[config.mk]
export PLATFORM = sky130hd
export DESIGN_NAME = debug_uart_register_block_unit
export DESIGN_NICKNAME = d
export VERILOG_FILES = /design/src/rtl/dur_pkg.sv /design/src/rtl/debug_uart_register_block_unit.sv
export VERILOG_INCLUDE_DIRS = /design/src /design/src/rtl
export SDC_FILE = /design/constraint.sdc
export NUM_CORES = 1
export LEC_CHECK = 0
export BUFFER_PORTS_ARGS = -buffer_cell sky130_fd_sc_hd__buf_4
export CELL_PAD_IN_SITES_DETAIL_PLACEMENT = 1
export CELL_PAD_IN_SITES_GLOBAL_PLACEMENT = 2
export CORE_ASPECT_RATIO = 0.7
export CORE_MARGIN = 5
export CORE_UTILIZATION = 43
export DETAILED_ROUTE_END_ITERATION = 8
export GPL_TIMING_DRIVEN = 0
export PLACE_DENSITY_LB_ADDON = 0.1
export SLEW_MARGIN = 20
export SYNTH_ARGS = -nofsm -noshare
export SYNTH_HDL_FRONTEND = slang
export SYNTH_SLANG_ARGS = --single-unit
[constraint.sdc]
create_clock -name clk -period 7.5 [get_ports clk]
set_input_delay 1.5 -clock clk [delete_from_list [all_inputs] [get_ports clk]]
set_output_delay 1.5 -clock clk [all_outputs]
set_load 0.05 [all_outputs]
[src/rtl/debug_uart_register_block_unit_macros.svh]
// Assertion macros for the debug UART register block.
// Expects a clock named clk and an active-low reset named rst_n in scope.
`ifndef DEBUG_UART_REGISTER_BLOCK_UNIT_MACROS_SVH
`define DEBUG_UART_REGISTER_BLOCK_UNIT_MACROS_SVH

// Implication checked at every clock edge outside reset.
`define DUR_ASSERT(label, prop, msg) \
    label: assert property (@(posedge clk) disable iff (!rst_n) prop) else $error(msg);

// Condition that must never hold outside reset.
`define DUR_NEVER(label, cond, msg) \
    label: assert property (@(posedge clk) disable iff (!rst_n) !(cond)) else $error(msg);

`endif

[src/rtl/dur_pkg.sv]
// Package for the debug UART register block: request kinds, register offsets,
// status and control bit positions, and the result record. No dependencies.
package dur_pkg;

    localparam int unsigned OFS_W      = 9;
    localparam int unsigned WORD_W     = 32;
    localparam int unsigned CHAR_W     = 8;
    localparam int unsigned SIZE_W     = 4;
    localparam int unsigned APB_ADDR_W = 3;

    typedef enum logic [1:0] {
        KIND_READ  = 2'd0,
        KIND_WRITE = 2'd1,
        KIND_RX    = 2'd2
    } kind_t;

    localparam logic [OFS_W-1:0] OFS_CTRL   = 9'h000;
    localparam logic [OFS_W-1:0] OFS_MODE   = 9'h004;
    localparam logic [OFS_W-1:0] OFS_IEN    = 9'h008;
    localparam logic [OFS_W-1:0] OFS_IDIS   = 9'h00C;
    localparam logic [OFS_W-1:0] OFS_IMASK  = 9'h010;
    localparam logic [OFS_W-1:0] OFS_STAT   = 9'h014;
    localparam logic [OFS_W-1:0] OFS_RHOLD  = 9'h018;
    localparam logic [OFS_W-1:0] OFS_THOLD  = 9'h01C;
    localparam logic [OFS_W-1:0] OFS_BAUD   = 9'h020;
    localparam logic [OFS_W-1:0] OFS_CID    = 9'h040;
    localparam logic [OFS_W-1:0] OFS_CEXT   = 9'h044;
    localparam logic [OFS_W-1:0] OFS_FILT   = 9'h048;
    localparam logic [OFS_W-1:0] OFS_DMA_LO = 9'h100;
    localparam logic [OFS_W-1:0] OFS_DMA_HI = 9'h124;

    localparam logic [SIZE_W-1:0] BUS_SIZE = 4'd4;
    localparam logic [SIZE_W-1:0] RX_COUNT = 4'd1;

    // APB register index
    localparam logic REG_CHIP_ID     = 1'b0;
    localparam logic REG_CHIP_EXT_ID = 1'b1;

    // status bits
    localparam int unsigned ST_RXRDY   = 0;
    localparam int unsigned ST_TXRDY   = 1;
    localparam int unsigned ST_OVRE    = 5;
    localparam int unsigned ST_TXEMPTY = 9;

    // control bits
    localparam int unsigned CT_RXEN   = 4;
    localparam int unsigned CT_TXEN   = 6;
    localparam int unsigned CT_RSTSTA = 8;

    typedef struct packed {
        logic [WORD_W-1:0] read_word;
        logic              tx_valid;
        logic [CHAR_W-1:0] tx_char;
        logic              access_error;
    } result_t;

endpackage

[src/rtl/debug_uart_register_block_unit.sv]
// Top level of the debug UART register block: request decode, register state,
// two-entry result buffer and APB identification registers. Uses dur_pkg.
`include "debug_uart_register_block_unit_macros.svh"

// Each request (bus read, bus write or received character) is decoded and
// applied to the register state in the cycle it is accepted; its single result
// goes to the result register, or to the skid register while that is held, so
// one request per cycle is taken unless stalled. A skid register behind the result
// register keeps req_ready high while one result waits; req_ready drops only
// when both hold results. chip_id and chip_ext_id are written over APB at
// byte addresses 0x0 and 0x4 and should be changed only while the block is idle.
module debug_uart_register_block_unit
    import dur_pkg::*;
(
    input  logic                  clk,
    input  logic                  rst_n,

    input  logic                  req_valid,
    output logic                  req_ready,
    input  logic [1:0]            kind,
    input  logic [OFS_W-1:0]      offset_addr,
    input  logic [WORD_W-1:0]     write_word,
    input  logic [SIZE_W-1:0]     access_size,
    input  logic [CHAR_W-1:0]     rx_char,

    output logic                  rsp_valid,
    input  logic                  rsp_ready,
    output logic [WORD_W-1:0]     read_word,
    output logic                  tx_valid,
    output logic [CHAR_W-1:0]     tx_char,
    output logic                  access_error,

    input  logic                  psel,
    input  logic                  penable,
    input  logic                  pwrite,
    input  logic [APB_ADDR_W-1:0] paddr,
    input  logic [WORD_W-1:0]     pwdata,
    output logic [WORD_W-1:0]     prdata,
    output logic                  pready
);

    logic [WORD_W-1:0] chip_id_reg;
    logic [WORD_W-1:0] chip_ext_id_reg;

    logic [WORD_W-1:0] mode_reg,   mode_next;
    logic [WORD_W-1:0] irq_mask_reg, irq_mask_next;
    logic [WORD_W-1:0] baud_reg,   baud_next;
    logic [WORD_W-1:0] filter_reg, filter_next;
    logic [CHAR_W-1:0] rx_hold_reg, rx_hold_next;
    logic              rxrdy_reg,  rxrdy_next;
    logic              txrdy_reg,  txrdy_next;
    logic              ovre_reg,   ovre_next;

    result_t           out_reg, skid_reg, res;
    logic              out_valid_reg, skid_valid_reg;

    logic              accept;
    logic              pop;
    logic              ok;
    logic              cfg_write;
    logic [WORD_W-1:0] status_word;
    logic              tx_out;
    logic              rhold_read;

    assign accept    = req_valid && req_ready;
    assign pop       = out_valid_reg && rsp_ready;
    assign req_ready = !skid_valid_reg;
    assign cfg_write = psel && penable && pwrite && pready;
    assign pready    = 1'b1;

    always_comb
    begin
        status_word             = '0;
        status_word[ST_RXRDY]   = rxrdy_reg;
        status_word[ST_TXRDY]   = txrdy_reg;
        status_word[ST_OVRE]    = ovre_reg;
        status_word[ST_TXEMPTY] = 1'b1;
    end

    // APB identification registers
    always_ff @(posedge clk or negedge rst_n)
    begin
        if (!rst_n)
        begin
            chip_id_reg     <= '0;
            chip_ext_id_reg <= '0;
        end
        else if (cfg_write)
        begin
            if (paddr[2] == REG_CHIP_ID)
                chip_id_reg <= pwdata;
            else
                chip_ext_id_reg <= pwdata;
        end
    end

    assign prdata = (paddr[2] == REG_CHIP_EXT_ID) ? chip_ext_id_reg : chip_id_reg;

    // request decode and state update
    always_comb
    begin
        mode_next     = mode_reg;
        irq_mask_next = irq_mask_reg;
        baud_next     = baud_reg;
        filter_next   = filter_reg;
        rx_hold_next  = rx_hold_reg;
        rxrdy_next    = rxrdy_reg;
        txrdy_next    = txrdy_reg;
        ovre_next     = ovre_reg;
        res           = '0;
        ok            = 1'b0;

        case (kind)
            KIND_READ:
            begin
                if (access_size == BUS_SIZE)
                begin
                    ok = 1'b1;
                    case (offset_addr)
                        OFS_MODE:  res.read_word = mode_reg;
                        OFS_IMASK: res.read_word = irq_mask_reg;
                        OFS_STAT:  res.read_word = status_word;
                        OFS_RHOLD:
                        begin
                            res.read_word = {{(WORD_W-CHAR_W){1'b0}}, rx_hold_reg};
                            rxrdy_next    = 1'b0;
                        end
                        OFS_BAUD:  res.read_word = baud_reg;
                        OFS_CID:   res.read_word = chip_id_reg;
                        OFS_CEXT:  res.read_word = chip_ext_id_reg;
                        OFS_FILT:  res.read_word = filter_reg;
                        default:   ok = 1'b0;
                    endcase
                end
            end
            KIND_WRITE:
            begin
                if (access_size == BUS_SIZE)
                begin
                    ok = 1'b1;
                    if (offset_addr < OFS_DMA_LO || offset_addr > OFS_DMA_HI)
                    begin
                        case (offset_addr)
                            OFS_CTRL:
                            begin
                                if (write_word[CT_TXEN])
                                    txrdy_next = 1'b1;
                                if (write_word[CT_RSTSTA])
                                    ovre_next = 1'b0;
                            end
                            OFS_MODE:  mode_next     = write_word;
                            OFS_IEN:   irq_mask_next = irq_mask_reg | write_word;
                            OFS_IDIS:  irq_mask_next = irq_mask_reg & ~write_word;
                            OFS_THOLD:
                            begin
                                res.tx_valid = 1'b1;
                                res.tx_char  = write_word[CHAR_W-1:0];
                            end
                            OFS_BAUD:  baud_next     = write_word;
                            OFS_FILT:  filter_next   = write_word;
                            default:   ok = 1'b0;
                        endcase
                    end
                end
            end
            KIND_RX:
            begin
                if (access_size == RX_COUNT)
                begin
                    ok = 1'b1;
                    if (rxrdy_reg)
                        ovre_next = 1'b1;
                    else
                    begin
                        rx_hold_next = rx_char;
                        rxrdy_next   = 1'b1;
                    end
                end
            end
            default:
                ok = 1'b0;
        endcase

        res.access_error = !ok;
    end

    always_ff @(posedge clk or negedge rst_n)
    begin
        if (!rst_n)
        begin
            mode_reg     <= '0;
            irq_mask_reg <= '0;
            baud_reg     <= '0;
            filter_reg   <= '0;
            rx_hold_reg  <= '0;
            rxrdy_reg    <= 1'b0;
            txrdy_reg    <= 1'b0;
            ovre_reg     <= 1'b0;
        end
        else if (accept)
        begin
            mode_reg     <= mode_next;
            irq_mask_reg <= irq_mask_next;
            baud_reg     <= baud_next;
            filter_reg   <= filter_next;
            rx_hold_reg  <= rx_hold_next;
            rxrdy_reg    <= rxrdy_next;
            txrdy_reg    <= txrdy_next;
            ovre_reg     <= ovre_next;
        end
    end

    // result register with skid entry
    always_ff @(posedge clk or negedge rst_n)
    begin
        if (!rst_n)
        begin
            out_valid_reg  <= 1'b0;
            skid_valid_reg <= 1'b0;
        end
        else if (skid_valid_reg)
        begin
            if (pop)
                skid_valid_reg <= 1'b0;
        end
        else if (accept)
        begin
            if (out_valid_reg && !rsp_ready)
                skid_valid_reg <= 1'b1;
            else
                out_valid_reg <= 1'b1;
        end
        else if (pop)
            out_valid_reg <= 1'b0;
    end

    always_ff @(posedge clk)
    begin
        if (skid_valid_reg)
        begin
            if (pop)
                out_reg <= skid_reg;
        end
        else if (accept)
        begin
            if (out_valid_reg && !rsp_ready)
                skid_reg <= res;
            else
                out_reg <= res;
        end
    end

    assign rsp_valid    = out_valid_reg;
    assign read_word    = out_reg.read_word;
    assign tx_valid     = out_reg.tx_valid;
    assign tx_char      = out_reg.tx_char;
    assign access_error = out_reg.access_error;

    assign tx_out     = rsp_valid && tx_valid;
    assign rhold_read = accept && kind == KIND_READ && offset_addr == OFS_RHOLD
                        && access_size == BUS_SIZE;

    `DUR_NEVER(a_skid_without_out, skid_valid_reg && !out_valid_reg, "skid without result")
    `DUR_ASSERT(a_tx_clean, tx_out |-> (!access_error && read_word == '0), "tx result dirty")
    `DUR_ASSERT(a_ovre_rise, $rose(ovre_reg) |-> $past(rxrdy_reg), "overrun with no char")
    `DUR_ASSERT(a_rhold_clears, rhold_read |=> !rxrdy_reg, "holding read left ready set")

endmodule

==> results.cfg <==
[global_routing]
grt_usage_pct = 25.3
grt_max_degree = 81
grt_pass1_vias = 10300
grt_overflow = 0
grt_antenna_before_repair = 2
grt_first_pass_wirelength_mm = 67.0

[cells_and_area]
final_cell_mix = mux2_2, dfrtp_1, buf_4
syn_to_final_growth_pct = 21.8
post-route-util_pct = 52.7
final_nets = 1350
design_area_um2 = 16300
nFillCells = 3226
drive_above_1_share_pct = 36.6
layout_commonest_cell = mux2_2
num_antenna_cells = 0

[sta]
skew_ns = 0.0178
slew_headroom_pct = 20.6
slew_viol_final = 0
period_minus_slack_ns = 4.65
max_freq_mhz = 215
fin_crit_sh_pct = 62.0
finalSetupViolCount = 0
holdWs_ns = 0.477
tightestPinTransition_ns = 1.18
setup-tns-final_ns = 0
grt_setup_unrepaired = false
hold_viol = 0

[synthesis]
seq_area_frac_synth_pct = 57.1
async_flop_share_pct = 70.9
avgSynthCellArea_um2 = 12.8
ys_types = 65
synth_warnings = 0
yosys.area.top_type = dfrtp_1
syn-num-nets = 1147
netlist_area_um2 = 13400
yosys-top-cells-area = dfrtp_1, edfxtp_1, mux2_2, mux2i_1, nand2_1
synth_edf_count = 84
synth_ff_type = dfrtp_1
ys_ff_latch = 289
syn_inst = 1050
yosys.area.top_type_share_pct = 38.3

[die]
core_um2 = 30900
initial_core_util_pct = 43.3
dieArea_um2 = 34800
ios = 174
die_h_um = 158
num_rows = 54
die_w_um = 221

[status]
status = completed

[routing]
viasPerCell = 5.66
drc = 0
drtAntennaViolNets = 0
drtIter0Drc = 596
drtPass1Iterations = 5
drt-total-wl_mm = 44.3
vias = 9599
wl_per_cell_um = 26.1

[power]
ir_worst_vdd_mv = 0.194
combPwrFrac_pct = 27.2
p_per_area_nw_per_um2 = 299
intPower_mw = 3.21
power_leakage_nw = 7.36
p_seq_share_pct = 41.0
switchingPower_mw = 1.67
netSwitchingFraction_pct = 34.2
clockPowerShare_pct = 31.8

[setup_path]
cp_common_cell = clkbuf_1
critPathKind = primary input to output pin
cp.arrival_ns = 3.15
path_cells = clkbuf_1 > clkbuf_1 > mux2_2 > buf_4
worst-path-buf-inv = 3
cp_max_fo = 10
slowest_delay_ns = 0.67
cp_top_family = buffers and inverters
slowest_stage = clkbuf_1
worstPathRequired_ns = 6.00
end_kind = output pin
crit_cells = 4
startpoint_type = primary input
reg2regPathDepth = 5

[worst_hold_path]
holdPathStages = 1
hp-class = register to register

[clock_network]
ctsHoldBuffers = 0
cts_root_buf = clkbuf_16
cts_sinks = 289
cts_resized = 0
cts_tree = done
cts_made_buffers = 31
cts_max_level = 1
post-cts-setup-buffer-count = 0
worstSkewPairLatency_ns = 0.57
clk_path_buf_depth = 3
clkTransAtPathRegs_ns = 0.06

[placement]
io_buffers = 166
gp_congestion = 0.873
placed_cell_area_um2 = 15300
dpl.hpwl_mm = 32.3

[run]
drv_cap = 0
## cell usage after synthesis, types with 10 or more instances
cell	instances
nand3b_1	10
a22oi_1	21
dfrtp_1	205
clkbuf_1	39
a21oi_1	17
buf_2	21
o2bb2ai_1	13
o21ai_0	32
nand2_1	80
nor2_1	50
mux2i_1	55
a221oi_1	13
a22o_1	21
inv_1	35
o31ai_1	13
mux2_2	211
edfxtp_1	84
## power groups by stage
stage	clock, mW	combinational (mW)	sequential, mW
6_report	1.55	1.33	2.00
5_1_grt	1.65	1.41	2.02
4_1_cts	1.58	1.34	2.00
3_5_place_dp	0	1.34	2.03
3_3_place_gp	0	1.28	2.02
2_1_floorplan	0	0.519	2.33
## area by class of cell
class	instances	area [um2]	share of cell area [%]
Clock inverter	11	133	0.813
Clock buffer	46	882	5.41
Buffer	70	315	1.93
Tap cell	420	526	3.22
Inverter	36	135	0.828
Timing Repair Buffer	170	1360	8.31
Sequential cell	289	7650	46.9
Multi-Input combinational cell	655	5320	32.6
## per-layer routing
layer / track usage [%] / vias to the layer above / routed length (um)
met2: 37.9 / 310 / 19100
li1: - / 4268 / -
met4: 3.81 / 2 / 591
met3: 5.36 / 46 / 3140
met5: 0.403 / - / 13
met1: 38.8 / 4973 / 21500
## path summary, 6_finish.rpt
| kind | from | endpoint | slack [ns] |
|---|---|---|---|
| min reg2reg | txrdy_reg | txrdy_reg | 0.48 |
| max reg2reg | skid_valid_reg | read_word[17] | 4.94 |
| min | txrdy_reg | txrdy_reg | 0.48 |
| max in group asynchronous | rst_n | filter_reg[17] | 5.50 |
| min in group asynchronous | rst_n | chip_ext_id_reg[6] | 0.87 |
| max | paddr[2] | prdata[25] | 2.85 |
## cells by family (layout without fill, tap and decap cells)
logic type	after synthesis	count (layout)	synth area share [%]
compound gates	166	166	8.94
mux	273	273	22.4
fa+ha+maj	1	1	0.0747
buf+inv	106	333	3.36
other cells	1	1	0.0280
simple gates	214	214	8.06
flops	289	289	57.1
## metrics by stage
step                worst slack [ns]  power (mW)  std cells
finish                          2.85        4.88       1697
global route                    2.77        5.08       1697
CTS                             2.84        4.92       1697
detailed placement              2.75        3.37       1640
global placement                2.61        3.31       1636
floorplan                       3.36        2.85       1050
(Power assumes the default switching activity.)
